==> config.mk <==
export PLATFORM = sky130hd
export DESIGN_NAME = http_host_block_filter
export DESIGN_NICKNAME = d
export VERILOG_FILES = /design/src/rtl/hhbf_pkg.sv /design/src/rtl/hhbf_core.sv /design/src/rtl/http_host_block_filter.sv
export SDC_FILE = /design/constraint.sdc
export NUM_CORES = 1
export LEC_CHECK = 0
export BUFFER_PORTS_ARGS = -buffer_cell sky130_fd_sc_hd__buf_2
export CAP_MARGIN = 20
export CORE_ASPECT_RATIO = 1.75
export CORE_MARGIN = 3
export CORE_UTILIZATION = 30
export CTS_CLUSTER_SIZE = 30
export DETAILED_ROUTE_END_ITERATION = 7
export PLACE_DENSITY = 0.49
export SETUP_SLACK_MARGIN = 0.02
export SYNTH_ARGS = -nofsm -noshare
export SYNTH_HDL_FRONTEND = slang
export SYNTH_HIERARCHICAL = 1
export SYNTH_SLANG_ARGS = --single-unit
==> constraint.sdc <==
create_clock -name clk -period 17.5 [get_ports clk]
set_clock_uncertainty 0.05 [all_clocks]
set_input_delay 2.625 -clock clk [delete_from_list [all_inputs] [get_ports clk]]
set_output_delay 2.625 -clock clk [all_outputs]
set_load 0.02 [all_outputs]
==> src/rtl/hhbf_pkg.sv <==
// hhbf_pkg: shared constants and types for the http host block filter
// used by hhbf_core and http_host_block_filter; no dependencies
package hhbf_pkg;

  localparam int MAX_HOST         = 32;
  localparam int MAX_PACKET_BYTES = 65535;

  localparam int IDX_W    = 16;
  localparam int HLEN_W   = 6;
  localparam int WORD_W   = 64;
  localparam int NUM_WORD = 4;
  localparam int HOST_W   = NUM_WORD * WORD_W;
  localparam int CFG_A_W  = 3;

  localparam logic [IDX_W-1:0] IDX_LIMIT = IDX_W'(MAX_PACKET_BYTES);
  localparam logic [HLEN_W-1:0] HLEN_MAX = HLEN_W'(MAX_HOST);

  // configuration register indexes
  localparam logic [CFG_A_W-1:0] CFG_HOST_WORD0 = 3'd0;
  localparam logic [CFG_A_W-1:0] CFG_HOST_WORD1 = 3'd1;
  localparam logic [CFG_A_W-1:0] CFG_HOST_WORD2 = 3'd2;
  localparam logic [CFG_A_W-1:0] CFG_HOST_WORD3 = 3'd3;
  localparam logic [CFG_A_W-1:0] CFG_HOST_LEN   = 3'd4;

  // CR LF "Host: " as seen in the shift register, oldest byte on top
  localparam logic [63:0] HOST_MARKER = 64'h0D0A486F73743A20;
  localparam logic [7:0]  PROTO_TCP   = 8'd6;
  localparam logic [15:0] HTTP_PORT   = 16'd80;

  // verdict status codes
  localparam logic [1:0] ST_NONE  = 2'd0;
  localparam logic [1:0] ST_DIFF  = 2'd1;
  localparam logic [1:0] ST_MATCH = 2'd2;

  typedef struct packed {
    logic       drop;
    logic [1:0] status;
  } hhbf_verdict_t;

endpackage

==> src/rtl/hhbf_core.sv <==
// hhbf_core: per-packet header parse, host marker search and host compare
// depends on hhbf_pkg; state updates on step, verdict is combinational
module hhbf_core
  import hhbf_pkg::*;
(
  input  logic                clk,
  input  logic                rst_n,
  input  logic                step,
  input  logic [7:0]          pkt_byte,
  input  logic                last_byte,
  input  logic [HOST_W-1:0]   host_bytes,
  input  logic [HLEN_W-1:0]   host_len_eff,
  output hhbf_verdict_t       verdict
);

  logic [IDX_W-1:0]  byte_index_r, byte_index_nxt;
  logic [HLEN_W-1:0] ip_hdr_r, ip_hdr_nxt;
  logic [15:0]       ip_total_r, ip_total_nxt;
  logic [7:0]        proto_r, proto_nxt;
  logic [HLEN_W-1:0] tcp_hdr_r, tcp_hdr_nxt;
  logic [15:0]       dest_port_r, dest_port_nxt;
  logic [63:0]       recent_r, recent_nxt;
  logic              found_r, found_nxt;
  logic [HLEN_W-1:0] cmp_count_r, cmp_count_nxt;
  logic              mismatch_r, mismatch_nxt;

  logic [IDX_W-1:0]  ihl_ext;
  logic [IDX_W-1:0]  tcp_ext;
  logic              in_payload;
  logic [7:0]        host_byte;
  logic [7:0]        host_sel;

  assign ihl_ext  = IDX_W'(ip_hdr_r);
  assign tcp_ext  = IDX_W'(tcp_hdr_r);
  assign host_sel = {cmp_count_r[4:0], 3'b000};
  assign host_byte = host_bytes[host_sel +: 8];

  assign in_payload = (byte_index_r != '0) &&
                      (byte_index_r >= ihl_ext + IDX_W'(13)) &&
                      (byte_index_r >= ihl_ext + tcp_ext) &&
                      (byte_index_r < ip_total_r);

  always_comb begin
    byte_index_nxt = byte_index_r;
    ip_hdr_nxt     = ip_hdr_r;
    ip_total_nxt   = ip_total_r;
    proto_nxt      = proto_r;
    tcp_hdr_nxt    = tcp_hdr_r;
    dest_port_nxt  = dest_port_r;
    recent_nxt     = recent_r;
    found_nxt      = found_r;
    cmp_count_nxt  = cmp_count_r;
    mismatch_nxt   = mismatch_r;

    // bytes past the size limit only count for their last flag
    if (byte_index_r < IDX_LIMIT) begin
      byte_index_nxt = byte_index_r + IDX_W'(1);
      if (byte_index_r == IDX_W'(0)) ip_hdr_nxt = {pkt_byte[3:0], 2'b00};
      if (byte_index_r == IDX_W'(2)) ip_total_nxt[15:8] = pkt_byte;
      if (byte_index_r == IDX_W'(3)) ip_total_nxt[7:0] = pkt_byte;
      if (byte_index_r == IDX_W'(9)) proto_nxt = pkt_byte;
      if (byte_index_r != '0) begin
        if (byte_index_r == ihl_ext + IDX_W'(2))  dest_port_nxt[15:8] = pkt_byte;
        if (byte_index_r == ihl_ext + IDX_W'(3))  dest_port_nxt[7:0] = pkt_byte;
        if (byte_index_r == ihl_ext + IDX_W'(12)) tcp_hdr_nxt = {pkt_byte[7:4], 2'b00};
      end
      if (in_payload) begin
        if (!found_r) begin
          recent_nxt = {recent_r[55:0], pkt_byte};
          if ({recent_r[55:0], pkt_byte} == HOST_MARKER) found_nxt = 1'b1;
        end else if (cmp_count_r < host_len_eff) begin
          if (pkt_byte != host_byte) mismatch_nxt = 1'b1;
          cmp_count_nxt = cmp_count_r + HLEN_W'(1);
        end
      end
    end
  end

  always_comb begin
    verdict.status = ST_NONE;
    if (proto_nxt == PROTO_TCP && dest_port_nxt == HTTP_PORT && found_nxt) begin
      if (mismatch_nxt || cmp_count_nxt < host_len_eff) begin
        verdict.status = ST_DIFF;
      end else begin
        verdict.status = ST_MATCH;
      end
    end
    verdict.drop = (verdict.status == ST_MATCH);
  end

  always_ff @(posedge clk) begin
    if (!rst_n || (step && last_byte)) begin
      byte_index_r <= '0;
      ip_hdr_r     <= '0;
      ip_total_r   <= '0;
      proto_r      <= '0;
      tcp_hdr_r    <= '0;
      dest_port_r  <= '0;
      recent_r     <= '0;
      found_r      <= 1'b0;
      cmp_count_r  <= '0;
      mismatch_r   <= 1'b0;
    end else if (step) begin
      byte_index_r <= byte_index_nxt;
      ip_hdr_r     <= ip_hdr_nxt;
      ip_total_r   <= ip_total_nxt;
      proto_r      <= proto_nxt;
      tcp_hdr_r    <= tcp_hdr_nxt;
      dest_port_r  <= dest_port_nxt;
      recent_r     <= recent_nxt;
      found_r      <= found_nxt;
      cmp_count_r  <= cmp_count_nxt;
      mismatch_r   <= mismatch_nxt;
    end
  end

endmodule

==> src/rtl/http_host_block_filter.sv <==
// a verdict is registered onto out_tvalid when the last byte advances out of the input stage register
// throughput: one packet byte per cycle; in_tready drops only while a finished
//   verdict waits on out_tready and the next last byte is already registered
// reset: synchronous active-low rst_n clears the stream stages and packet state,
//   host words to zero and host_len to one
// top level of the http host block filter; depends on hhbf_pkg and hhbf_core
module http_host_block_filter
  import hhbf_pkg::*;
(
  input  logic               clk,
  input  logic               rst_n,
  input  logic               in_tvalid,
  output logic               in_tready,
  input  logic [7:0]         in_tdata,   // [7:0] pkt_byte
  input  logic               in_tlast,   // last_byte
  output logic               out_tvalid,
  input  logic               out_tready,
  output logic [7:0]         out_tdata,  // [0] drop, [2:1] status, [7:3] zero
  input  logic               cfg_wr_en,
  input  logic [CFG_A_W-1:0] cfg_addr,
  input  logic [WORD_W-1:0]  cfg_wdata
);

  logic [WORD_W-1:0] host_r [NUM_WORD];
  logic [HLEN_W-1:0] host_len_r;
  logic [HLEN_W-1:0] host_len_eff;
  logic [HOST_W-1:0] host_bytes;

  logic              s1_valid_r;
  logic [7:0]        s1_byte_r;
  logic              s1_last_r;
  logic              s1_adv;

  logic              out_valid_r;
  hhbf_verdict_t     out_verdict_r;
  hhbf_verdict_t     verdict;

  // configuration
  always_ff @(posedge clk) begin
    if (!rst_n) begin
      for (int i = 0; i < NUM_WORD; i++) host_r[i] <= '0;
      host_len_r <= HLEN_W'(1);
    end else if (cfg_wr_en) begin
      case (cfg_addr)
        CFG_HOST_WORD0: host_r[0] <= cfg_wdata;
        CFG_HOST_WORD1: host_r[1] <= cfg_wdata;
        CFG_HOST_WORD2: host_r[2] <= cfg_wdata;
        CFG_HOST_WORD3: host_r[3] <= cfg_wdata;
        CFG_HOST_LEN:   host_len_r <= cfg_wdata[HLEN_W-1:0];
        default: ;
      endcase
    end
  end

  always_comb begin
    host_len_eff = host_len_r;
    if (host_len_r == '0) host_len_eff = HLEN_W'(1);
    else if (host_len_r > HLEN_MAX) host_len_eff = HLEN_MAX;
  end

  assign host_bytes = {host_r[3], host_r[2], host_r[1], host_r[0]};

  // a non-last byte never needs the output register
  assign s1_adv    = s1_valid_r && (!s1_last_r || !out_valid_r || out_tready);
  assign in_tready = !s1_valid_r || s1_adv;

  always_ff @(posedge clk) begin
    if (!rst_n) begin
      s1_valid_r <= 1'b0;
    end else if (in_tready) begin
      s1_valid_r <= in_tvalid;
    end
  end

  always_ff @(posedge clk) begin
    if (in_tvalid && in_tready) begin
      s1_byte_r <= in_tdata;
      s1_last_r <= in_tlast;
    end
  end

  hhbf_core u_core (
    .clk          (clk),
    .rst_n        (rst_n),
    .step         (s1_adv),
    .pkt_byte     (s1_byte_r),
    .last_byte    (s1_last_r),
    .host_bytes   (host_bytes),
    .host_len_eff (host_len_eff),
    .verdict      (verdict)
  );

  always_ff @(posedge clk) begin
    if (!rst_n) begin
      out_valid_r <= 1'b0;
    end else if (s1_adv && s1_last_r) begin
      out_valid_r <= 1'b1;
    end else if (out_tready) begin
      out_valid_r <= 1'b0;
    end
  end

  always_ff @(posedge clk) begin
    if (s1_adv && s1_last_r) out_verdict_r <= verdict;
  end

  assign out_tvalid = out_valid_r;
  assign out_tdata  = {5'b00000, out_verdict_r.status, out_verdict_r.drop};

endmodule

==> results of run 1 <==
==> cell families after synthesis <==
kind of cell               Yosys count
AOI/OAI and AO/OA                  137
xor gates and xnor gates            37
adders and majority gates           47
buffers and inverters              229
DFF                                404
muxes                              185
other                                1
and+or+nand+nor                    596
==> power by group through the flow <==
stage               logic [mW]  clock network [mW]  registers (mW)
finish                   0.129               0.951            1.07
global route             0.140                1.01            1.08
CTS                      0.131               0.978            1.07
detailed placement       0.131                   0            1.09
global placement         0.129                   0            1.09
floorplan               0.0878                   0            1.09
==> placed cells by master, fill, tap and decap left out, types with 19 or more instances in the layout <==
cell       count
a21oi_1       51
buf_2         85
buf_4         24
clkbuf_16     43
dfxtp_1      134
edfxtp_1     268
ha_1          46
inv_1         98
mux2i_1      145
mux4_2        38
nand2_1       75
nand3_1       26
nor2_1       129
nor3_1       146
nor3_2       120
xnor2_1       19
==> per-stage QoR <==
| stage | util | std cells |
|---|---|---|
| 2_1_floorplan | - | 1640 |
| 3_3_place_gp | 0.319 | 2430 |
| 3_5_place_dp | 0.319 | 2430 |
| 4_1_cts | 0.341 | 2504 |
| 5_1_grt | 0.342 | 2505 |
| 6_report | 0.342 | 2505 |
==> state kept, by name, indices dropped and copies added (netlist names) <==
register / count
s1_byte_r: 8
u_core/recent_r: 56
u_core/mismatch_r: 1
host_len_r: 6
u_core/tcp_hdr_r: 4
out_tdata: 3
u_core/found_r: 1
u_core/dest_port_r: 16
u_core/ip_hdr_r: 4
u_core/byte_index_r: 16
u_core/proto_r: 8
s1_valid_r: 1
u_core/cmp_count_r: 6
u_core/ip_total_r: 16
host_r: 256
s1_last_r: 1
out_tvalid: 1
==> how the worst max path moves through the flow <==
stage	slack (ns)	to	cells past startpoint	startpoint
4_1_cts	11.46	in_tready	3	out_tready
5_1_grt	11.47	in_tready	3	out_tready
3_3_place_gp	11.45	in_tready	3	out_tready
3_5_place_dp	11.47	in_tready	3	out_tready
6_report	11.48	in_tready	3	out_tready
2_1_floorplan	9.12	host_r[0][0]	3	cfg_addr[1]
==> worst min-delay path: stages (launching register included) <==
cell and delay [ns]:
dfxtp_1 0.31, nand2_1 0.05, a21oi_1 0.05
==> metal layers <==
layer  GRT usage  routed length, µm  up-vias
met5           0                  0        -
met2       0.295              29000      201
li1            -                  -     6008
met1       0.171              20200     6319
met3      0.0164               1410       73
met4      0.0489               1450        0
==> area by class of cell <==
class / instances / area [µm²] / share of cell area
clock inverter: 27 / 352 / 0.0160
multi-input combinational: 1007 / 7800 / 0.354
timing repair buffer: 110 / 633 / 0.0287
clock buffer: 47 / 1090 / 0.0495
inverter: 98 / 368 / 0.0167
sequential: 404 / 10800 / 0.489
tap: 812 / 1020 / 0.0461
==> impl_metrics.toml, run 1 <==
[run_status]
status = "finished, final reports clean"

[floorplanning]
core_mm2 = 0.0645
die_x_um = 199
die_h_um = 344
rows = 123
design.die.area_mm2 = 0.0687
start_util = 0.305
io_pins = 91

[placement]
placed_cell_area_mm2 = 0.0206
place_ws_ns = 11.47
hpwlAfterDp_mm = 35.0
gp_congestion = 0.743
portBuffers = 85

[critical_path]
crit_path_start_kind = "input port"
reg2reg_slack_ns = 13.25
reg2reg_to = "out_tdata[0]"
arrival_ns = 3.35
cpLargestDelayFamily = "buffers and inverters"
required_ns = 14.83
cp_num_buf_inv = 2
path_cells = "buf_2, nand4b_1, buf_2"
crit_fanout = 3
cpMaxStageDelayCell = "nand4b_1"
crit-reg2reg-launch = "u_core/ip_hdr_r[3]"
cpMostUsedCell = "buf_2"
worstSetupPathType = "in2out"
reg2reg_depth = 17
critPathMaxStageDelay_ns = 0.34
end_kind = "output pin"

[min_path]
hold_depth = 2
hold_class = "reg2reg"
hp-start = "u_core/ip_total_r[7]"
min_to = "u_core/ip_total_r[7]"

[yosys]
syn_area_mm2 = 0.0196
synthMuxAreaShare = 0.119
synth_top_area_share = 0.410
synth_edf_count = 268
synthArstFlopShare = 0
yosysSeqAreaShare = 0.548
synthesis.instances = 1636
post-synth-top-count-cell = "edfxtp_1"
synth_fa_ha_area_frac = 0.0303
synth_commonest_cells = "edfxtp_1 (268), nor3_1 (146), mux2i_1 (145), dfxtp_1 (136), nor2_1 (129)"
synth_area_leaders = "edfxtp_1 (41%), dfxtp_1 (14%), mux2i_1 (7.4%)"
synthXorXnorAreaFrac = 0.0165
yosys_warnings = 6
synth_top_family_by_area = "simple AND/OR/NAND/NOR gates"
synthSimpleGateAreaFrac = 0.181
synth_top_area_cell = "edfxtp_1"
synth.distinct_cells = 69
synth_compound_area_frac = 0.0466
synthFlopType = "edfxtp_1"
ys_seq_elements = 404
syn_avg_cell_area_um2 = 12.0

[global_route]
grt_overflow = 0
grt_max_degree = 96
antenna_found_initial = 1
grt_pass1_vias = 13100
track_usage = 0.152
grt_pass1_wl_mm = 79.8

[flow_run]
drv_cap = 0

[cts]
cts_root_buf = "clkbuf_16"
clk_latency_ns = 0.56
tritoncts = "built"
cts_setup_buffers = 0
cts.sinks = 404
cts_resized = 0
cts.path.max_buffers = 3
cts_made_buffers = 41
htree_levels = 2
holdBufCountCts = 0
path_clk_slew_ns = 0.06

[final_layout]
fin_area_mm2 = 0.0220
drive_gt1_frac = 0.209
fin_nets = 1790
n_antenna_cell = 0
fillCellCount = 6303
syn_to_final_growth_pct = 12.2

[drt]
ant_nets = 0
via_per_inst = 5.03
wirelength_mm = 52.0
first_pass_iters = 4
vias = 12600
routedWlPerCell_um = 20.8
drt_iter0_drc = 592
drc = 0

[timing]
tightest_slew_ns = 1.12
relSlewSlack = 0.253
rsz0062_at_grt = "no"
final.min_clock_period_ns = 6.02
timing.final.crit_share = 0.344
finalHoldWorstSlack_ns = 0.402
setup_tns_ns = 0
fmax_mhz = 166
layout_setup_ws_ns = 11.48
finalSetupViolations = 0
slew_violations = 0
final_hold_viol_count = 0

[power]
power_density_mw_per_mm2 = 97.7
seq_power_share = 0.498
leakagePower_nw = 7.38
clock_power_share = 0.442
ir_drop_mv = 0.0777
power.internal_mw = 1.66
finalPower_mw = 2.15
p_switching_uw = 489
combPwrFrac = 0.060
switching_share = 0.227
Note: power is estimated with default switching activity, not from simulation.
==> run 2, diff against run 1 <==
ABC_AREA = 1   (was unset)
PLACE_DENSITY = 0.5   (was 0.49)
clock period = 4.85 ns   (was 17.5 ns; I/O delays follow)
==> run 2 against run 1 <==
Net effect:
- critical endpoint is now out_tdata[0]
- design area shrank 2.1%
- global-route usage grew 2.2 points
- sequential power grew to 3.7 times the previous value
- synthesized cell count grew 38%
- wire length grew 14%
- utilization shrank 0.29 points
- combinational power grew to 5.8 times the previous value
- worst hold slack lost 0.097 ns
- sequential share of layout area grew 1.0 points
==> impl_metrics.toml, run 2 <==
[cts]
cts_resized = 0
cts_setup_buffers = 0
tritoncts = "built"
cts.path.max_buffers = 3
clk_latency_ns = 0.55
holdBufCountCts = 0
cts.sinks = 404
path_clk_slew_ns = 0.06
cts_made_buffers = 40
htree_levels = 2
cts_root_buf = "clkbuf_16"

[yosys]
syn_area_mm2 = 0.0194
synth.distinct_cells = 44
synth_top_area_share = 0.415
ys_seq_elements = 404
yosysSeqAreaShare = 0.555
synthArstFlopShare = 0
yosys_warnings = 6
synth_edf_count = 268
syn_avg_cell_area_um2 = 8.58
post-synth-top-count-cell = "nor2_1"
synthFlopType = "edfxtp_1"
synth_commonest_cells = "nor2_1 (526), nand2_1 (405), edfxtp_1 (268), inv_1 (210), o21ai_0 (175)"
synth_area_leaders = "edfxtp_1 (41%), dfxtp_1 (14%), nor2_1 (10%)"
synth_top_area_cell = "edfxtp_1"
synthesis.instances = 2260

[placement]
gp_congestion = 0.842
placed_cell_area_mm2 = 0.0204
portBuffers = 85
hpwlAfterDp_mm = 40.3

[drt]
via_per_inst = 4.85
routedWlPerCell_um = 19.0
drc = 0
first_pass_iters = 5
wirelength_mm = 59.5
vias = 15200
drt_iter0_drc = 1091
ant_nets = 0

[global_route]
track_usage = 0.174
grt_pass1_wl_mm = 90.2
grt_pass1_vias = 15200
grt_max_degree = 126
antenna_found_initial = 1
grt_overflow = 0

[floorplanning]
die_h_um = 342
die_x_um = 198
start_util = 0.305
io_pins = 91
rows = 122
design.die.area_mm2 = 0.0679
core_mm2 = 0.0637

[final_layout]
fin_util = 0.339
n_antenna_cell = 0
seq_area_mm2 = 0.0108
fin_area_mm2 = 0.0216
layout_commonest_cell = "nor2_1"
regMostFlops = "host_r"
fillCellCount = 6557
largest_register_ffs = 256
final_cell_mix = "nor2_1 (526), nand2_1 (401), edfxtp_1 (268), inv_1 (209), o21ai_0 (175)"
syn_to_final_growth_pct = 11.2
multi_input_area_mm2 = 0.00711
drive_gt1_frac = 0.0840
top_regs = "host_r (256), u_core/recent_r (56)"
fin_nets = 2419

[critical_path]
crit_fanout = 5
crit_path_end = "out_tdata[0]"
reg2reg_depth = 24
reg2reg_slack_ns = 1.11
reg2reg_to = "out_tdata[0]"
worstSetupPathType = "reg2reg"
arrival_ns = 3.98
crit_path_start_kind = "flip-flop"
crit-reg2reg-launch = "u_core/ip_hdr_r[2]"
required_ns = 5.08
end_kind = "flip-flop"
worstSetupStartpoint = "u_core/ip_hdr_r[2]"

[run_status]
status = "finished, final reports clean"

[timing]
tightest_slew_ns = 1.03
final_hold_viol_count = 0
relSlewSlack = 0.312
final.min_clock_period_ns = 3.74
timing.final.crit_share = 0.772
finalSetupViolations = 0
setup_tns_ns = 0
fmax_mhz = 267
slew_violations = 0
rsz0062_at_grt = "no"

[flow_run]
drv_cap = 0

[power]
ir_drop_mv = 0.336
leakagePower_nw = 9.05
power_density_mw_per_mm2 = 356

[min_path]
hold_class = "in2reg"
[run 2: cell count changes after synthesis, moves of 17 or more]
cell     change
nor2_1     +397
nand2_1    +328
o21ai_0    +162
mux2i_1    -145
nor3_1     -130
nand3_1    +119
nor3_2     -119
inv_1      +112
a21oi_1     +58
mux4_2      -38
buf_6       +25
xnor2_1     -17
[run 2: logic make-up after synthesis]
kind of cell             after synthesis  share of synthesized area
AO/OA/AOI/OAI                        322                     0.0868
AND/OR/NAND/NOR                     1137                      0.242
adder cells (fa/ha/maj)               47                     0.0307
other                                  1                   0.000193
flip-flops                           404                      0.555
buffers and inverters                341                     0.0815
XOR/XNOR                               8                    0.00361
[run 2: how the worst min path moves through the flow]
stage / startpoint / end / slack (ns) / cells after the start
final: in_tlast / s1_last_r / 0.31 / 1
after global routing: in_tlast / s1_last_r / 0.29 / 1
after CTS: in_tlast / s1_last_r / 0.28 / 1
after detailed placement: u_core/recent_r[50] / u_core/recent_r[50] / 0.40 / 2
after global placement: u_core/recent_r[50] / u_core/recent_r[50] / 0.40 / 2
after floorplan: u_core/recent_r[50] / u_core/recent_r[50] / 0.38 / 2
[run 2: metrics by stage]
step	instances	hold WS, ns	setup WS, ns	power (mW)
after CTS	3127	0.277	1.10	7.76
after global routing	3127	0.288	0.798	7.99
final	3127	0.306	1.11	7.67
after global placement	3055	0.398	1.10	4.74
after detailed placement	3055	0.398	1.11	4.75
after floorplan	2264	0.381	1.39	4.45
[run 2: worst max-delay path: stages (launching register included)]
cell and delay, ns:
dfxtp_1 0.34, ha_1 0.24, fa_1 0.41, nand2_1 0.09, nand2_1 0.05, a21oi_1 0.13
ha_1 0.25, nand2_1 0.09, nor2_1 0.05, nor2_1 0.09, nand2_1 0.06, nand3_1 0.08
nand2_1 0.10, nand3_1 0.15, inv_1 0.12, nand2_1 0.09, xor2_1 0.19, inv_1 0.07
ha_1 0.29, a21oi_1 0.13, nor2_1 0.05, a211oi_1 0.17, nand2_1 0.10, nand2_1 0.06
nor2_1 0.05
[run 2: layer usage]
metal  share of wire  GRT usage  up-vias
li1                -          -     7438
met1            0.35      0.177     7277
met2            0.56      0.345      353
met3           0.036     0.0180      102
met4           0.053     0.0863        0
met5               0          0        -
[run 2: layout make-up]
class | instances | area share
Multi-Input combinational cell | 1519 | 0.329
Timing Repair Buffer | 107 | 0.0297
Tap cell | 806 | 0.0467
Sequential cell | 404 | 0.499
Clock buffer | 52 | 0.0501
Clock inverter | 20 | 0.00644
Inverter | 219 | 0.0382
[run 2: power by group]
| part | internal (mW) | switching [mW] |
|---|---|---|
| sequential | 3.84 | 0.0703 |
| combinational | 0.205 | 0.547 |
| clock | 1.68 | 1.33 |
| total | 5.72 | 1.95 |
==> run 3, diff against run 2 <==
ABC_AREA = 0   (was 1)
PLACE_DENSITY = 0.49   (was 0.5)
clock period = 3.7 ns   (was 4.85 ns; I/O delays follow)
==> run 3 against run 2 <==
Net effect:
- register-to-register slack got worse by 1.1 ns
- first-iteration DRC count decreased by 49%
- die area increased by 1.2%
- fmax grew 2.6%
- non-clock buffer count grew 53
- critical path depth decreased by 8
- global-route usage shrank 1.9 points
- critical endpoint is now out_tdata[2]
- largest power group unchanged
- highest routed layer is now met5
==> impl_metrics.toml, run 3 (same netlist as run 1, synthesis figures left out) <==
[floorplanning]
io_pins = 91
die_x_um = 199
die_h_um = 344
start_util = 0.305
core_mm2 = 0.0645
rows = 123
design.die.area_mm2 = 0.0687

[placement]
dp.cells = 2480
portBuffers = 85
placed_cell_area_mm2 = 0.0212
place_ws_ns = -0.128
hpwlAfterDp_mm = 36.4
gp_congestion = 0.825

[final_layout]
fin_util = 0.349
fin_area_mm2 = 0.0225
layout_commonest_cell = "edfxtp_1"
drive_gt1_frac = 0.243
regMostFlops = "host_r"
largest_register_ffs = 256
fillCellCount = 6344
fin_nets = 1839
top_regs = "host_r (256), u_core/recent_r (56)"
syn_to_final_growth_pct = 14.7
final_cell_mix = "edfxtp_1 (268), nor3_1 (146), mux2i_1 (145), dfxtp_1 (130), nor2_1 (129)"
layoutNonFillerInstCount = 2556

[timing]
slew_violations = 0
timing.final.crit_share = 0.987
fmax_mhz = 274
layout_setup_ws_ns = 0.0493
relSlewSlack = 0.382
finalSetupViolations = 0
final_hold_viol_count = 0
tightest_slew_ns = 0.927
finalHoldWorstSlack_ns = 0.139
final.min_clock_period_ns = 3.65
rsz0062_at_grt = "yes"

[cts]
holdBufCountCts = 0
cts.sinks = 404
cts_made_buffers = 40
tritoncts = "built"
htree_levels = 2
cts.path.max_buffers = 3
cts_root_buf = "clkbuf_16"
path_clk_slew_ns = 0.07
clk_latency_ns = 0.55

[power]
ir_drop_mv = 0.273
power_density_mw_per_mm2 = 432
leakagePower_nw = 7.64

[drt]
vias = 12800
routedWlPerCell_um = 20.6
first_pass_iters = 5
ant_nets = 0
drc = 0
wirelength_mm = 52.8
drt_iter0_drc = 557
via_per_inst = 5.00

[global_route]
grt_pass1_vias = 13800
grt_overflow = 0
grt_pass1_wl_mm = 81.6
track_usage = 0.155
antenna_found_initial = 3
grt_max_degree = 129

[critical_path]
cpMaxStageDelayCell = "and4bb_4"
end_kind = "flip-flop"
crit_path_start_kind = "flip-flop"
crit_fanout = 6
cp_num_buf_inv = 0
arrival_ns = 3.90
cpLargestDelayFamily = "simple AND/OR/NAND/NOR gates"
worstSetupPathType = "reg2reg"
required_ns = 3.95
path_cells = "ha_4, fa_2, a21o_1, a21oi_2, ha_1, nand4b_1, o21ai_2, a21oi_2, and4bb_4, nand3_4, xnor2_2, ha_1, and4_4, a21oi_2, o221ai_2, and4b_1"
cpMostUsedCell = "a21oi_2"
critPathMaxStageDelay_ns = 0.41

[run_status]
status = "finished, final reports clean"

[flow_run]
drv_cap = 0

[min_path]
hold_class = "in2reg"
-- run 3: cell types whose count changed in the layout (fill, tap and decap cells not counted), moves of 14 or more --
cell     before  now
a21oi_1     109   44
buf_4        18   60
inv_1       209   98
mux2i_1       0  145
mux4_2        0   38
nand2_1     401   74
nand3_1     145   25
nor2_1      526  129
nor2b_1       0   14
nor3_1       16  146
nor3_2        1  120
o21ai_0     175   10
xnor2_1       2   18
-- run 3: routing by layer --
| metal | part of all wire | wire, µm | up-vias | track usage |
|---|---|---|---|---|
| met5 | 0.00025 | 13 | - | 0 |
| li1 | - | - | 6132 | - |
| met4 | 0.035 | 1860 | 2 | 0.0556 |
| met2 | 0.56 | 29600 | 216 | 0.306 |
| met3 | 0.029 | 1510 | 95 | 0.0192 |
| met1 | 0.38 | 19800 | 6330 | 0.166 |
-- run 3: through the flow --
| stage | power, mW | setup TNS (ns) |
|---|---|---|
| 6_report | 9.73 | 0 |
| 5_1_grt | 10.1 | -0.284 |
| 4_1_cts | 9.88 | 0 |
| 3_5_place_dp | 5.83 | -0.293 |
| 3_3_place_gp | 5.82 | -0.138 |
| 2_1_floorplan | 5.57 | -33.17 |
-- run 3: path summary, 6_finish.rpt --
check,startpoint,endpoint,slack [ns],cells after the start
max,u_core/ip_hdr_r[2],out_tdata[2],0.05,16
min,in_tdata[1],s1_byte_r[1],0.14,1
max reg2reg,u_core/ip_hdr_r[2],out_tdata[2],0.05,16
min reg2reg,u_core/proto_r[1],u_core/proto_r[1],0.40,2
-- run 3: what timing repair did --
action / in CTS / in global routing
endpoints found under the setup margin: 3 / 3
gates resized for setup: 10 / 6
endpoints found under the hold margin: 0 / 0
buffers inserted: 1 / 0
pin swaps: 6 / 9
-- run 3: layout make-up --
cell class	count	area, µm²	area share
clock inverter	21	138	0.00611
tap	812	1020	0.0451
antenna	1	2.50	0.000111
inverter	98	368	0.0163
timing repair buffer	160	1180	0.0522
multi-input combinational	1007	7910	0.351
clock buffer	53	1120	0.0499
sequential	404	10800	0.479
-- run 3: power breakdown --
| part | switching, mW | internal, mW | total (mW) |
|---|---|---|---|
| sequential | 0.0591 | 5.01 | 5.07 |
| combinational | 0.449 | 0.205 | 0.654 |
| clock | 1.79 | 2.22 | 4.01 |
| total | 2.30 | 7.43 | 9.73 |
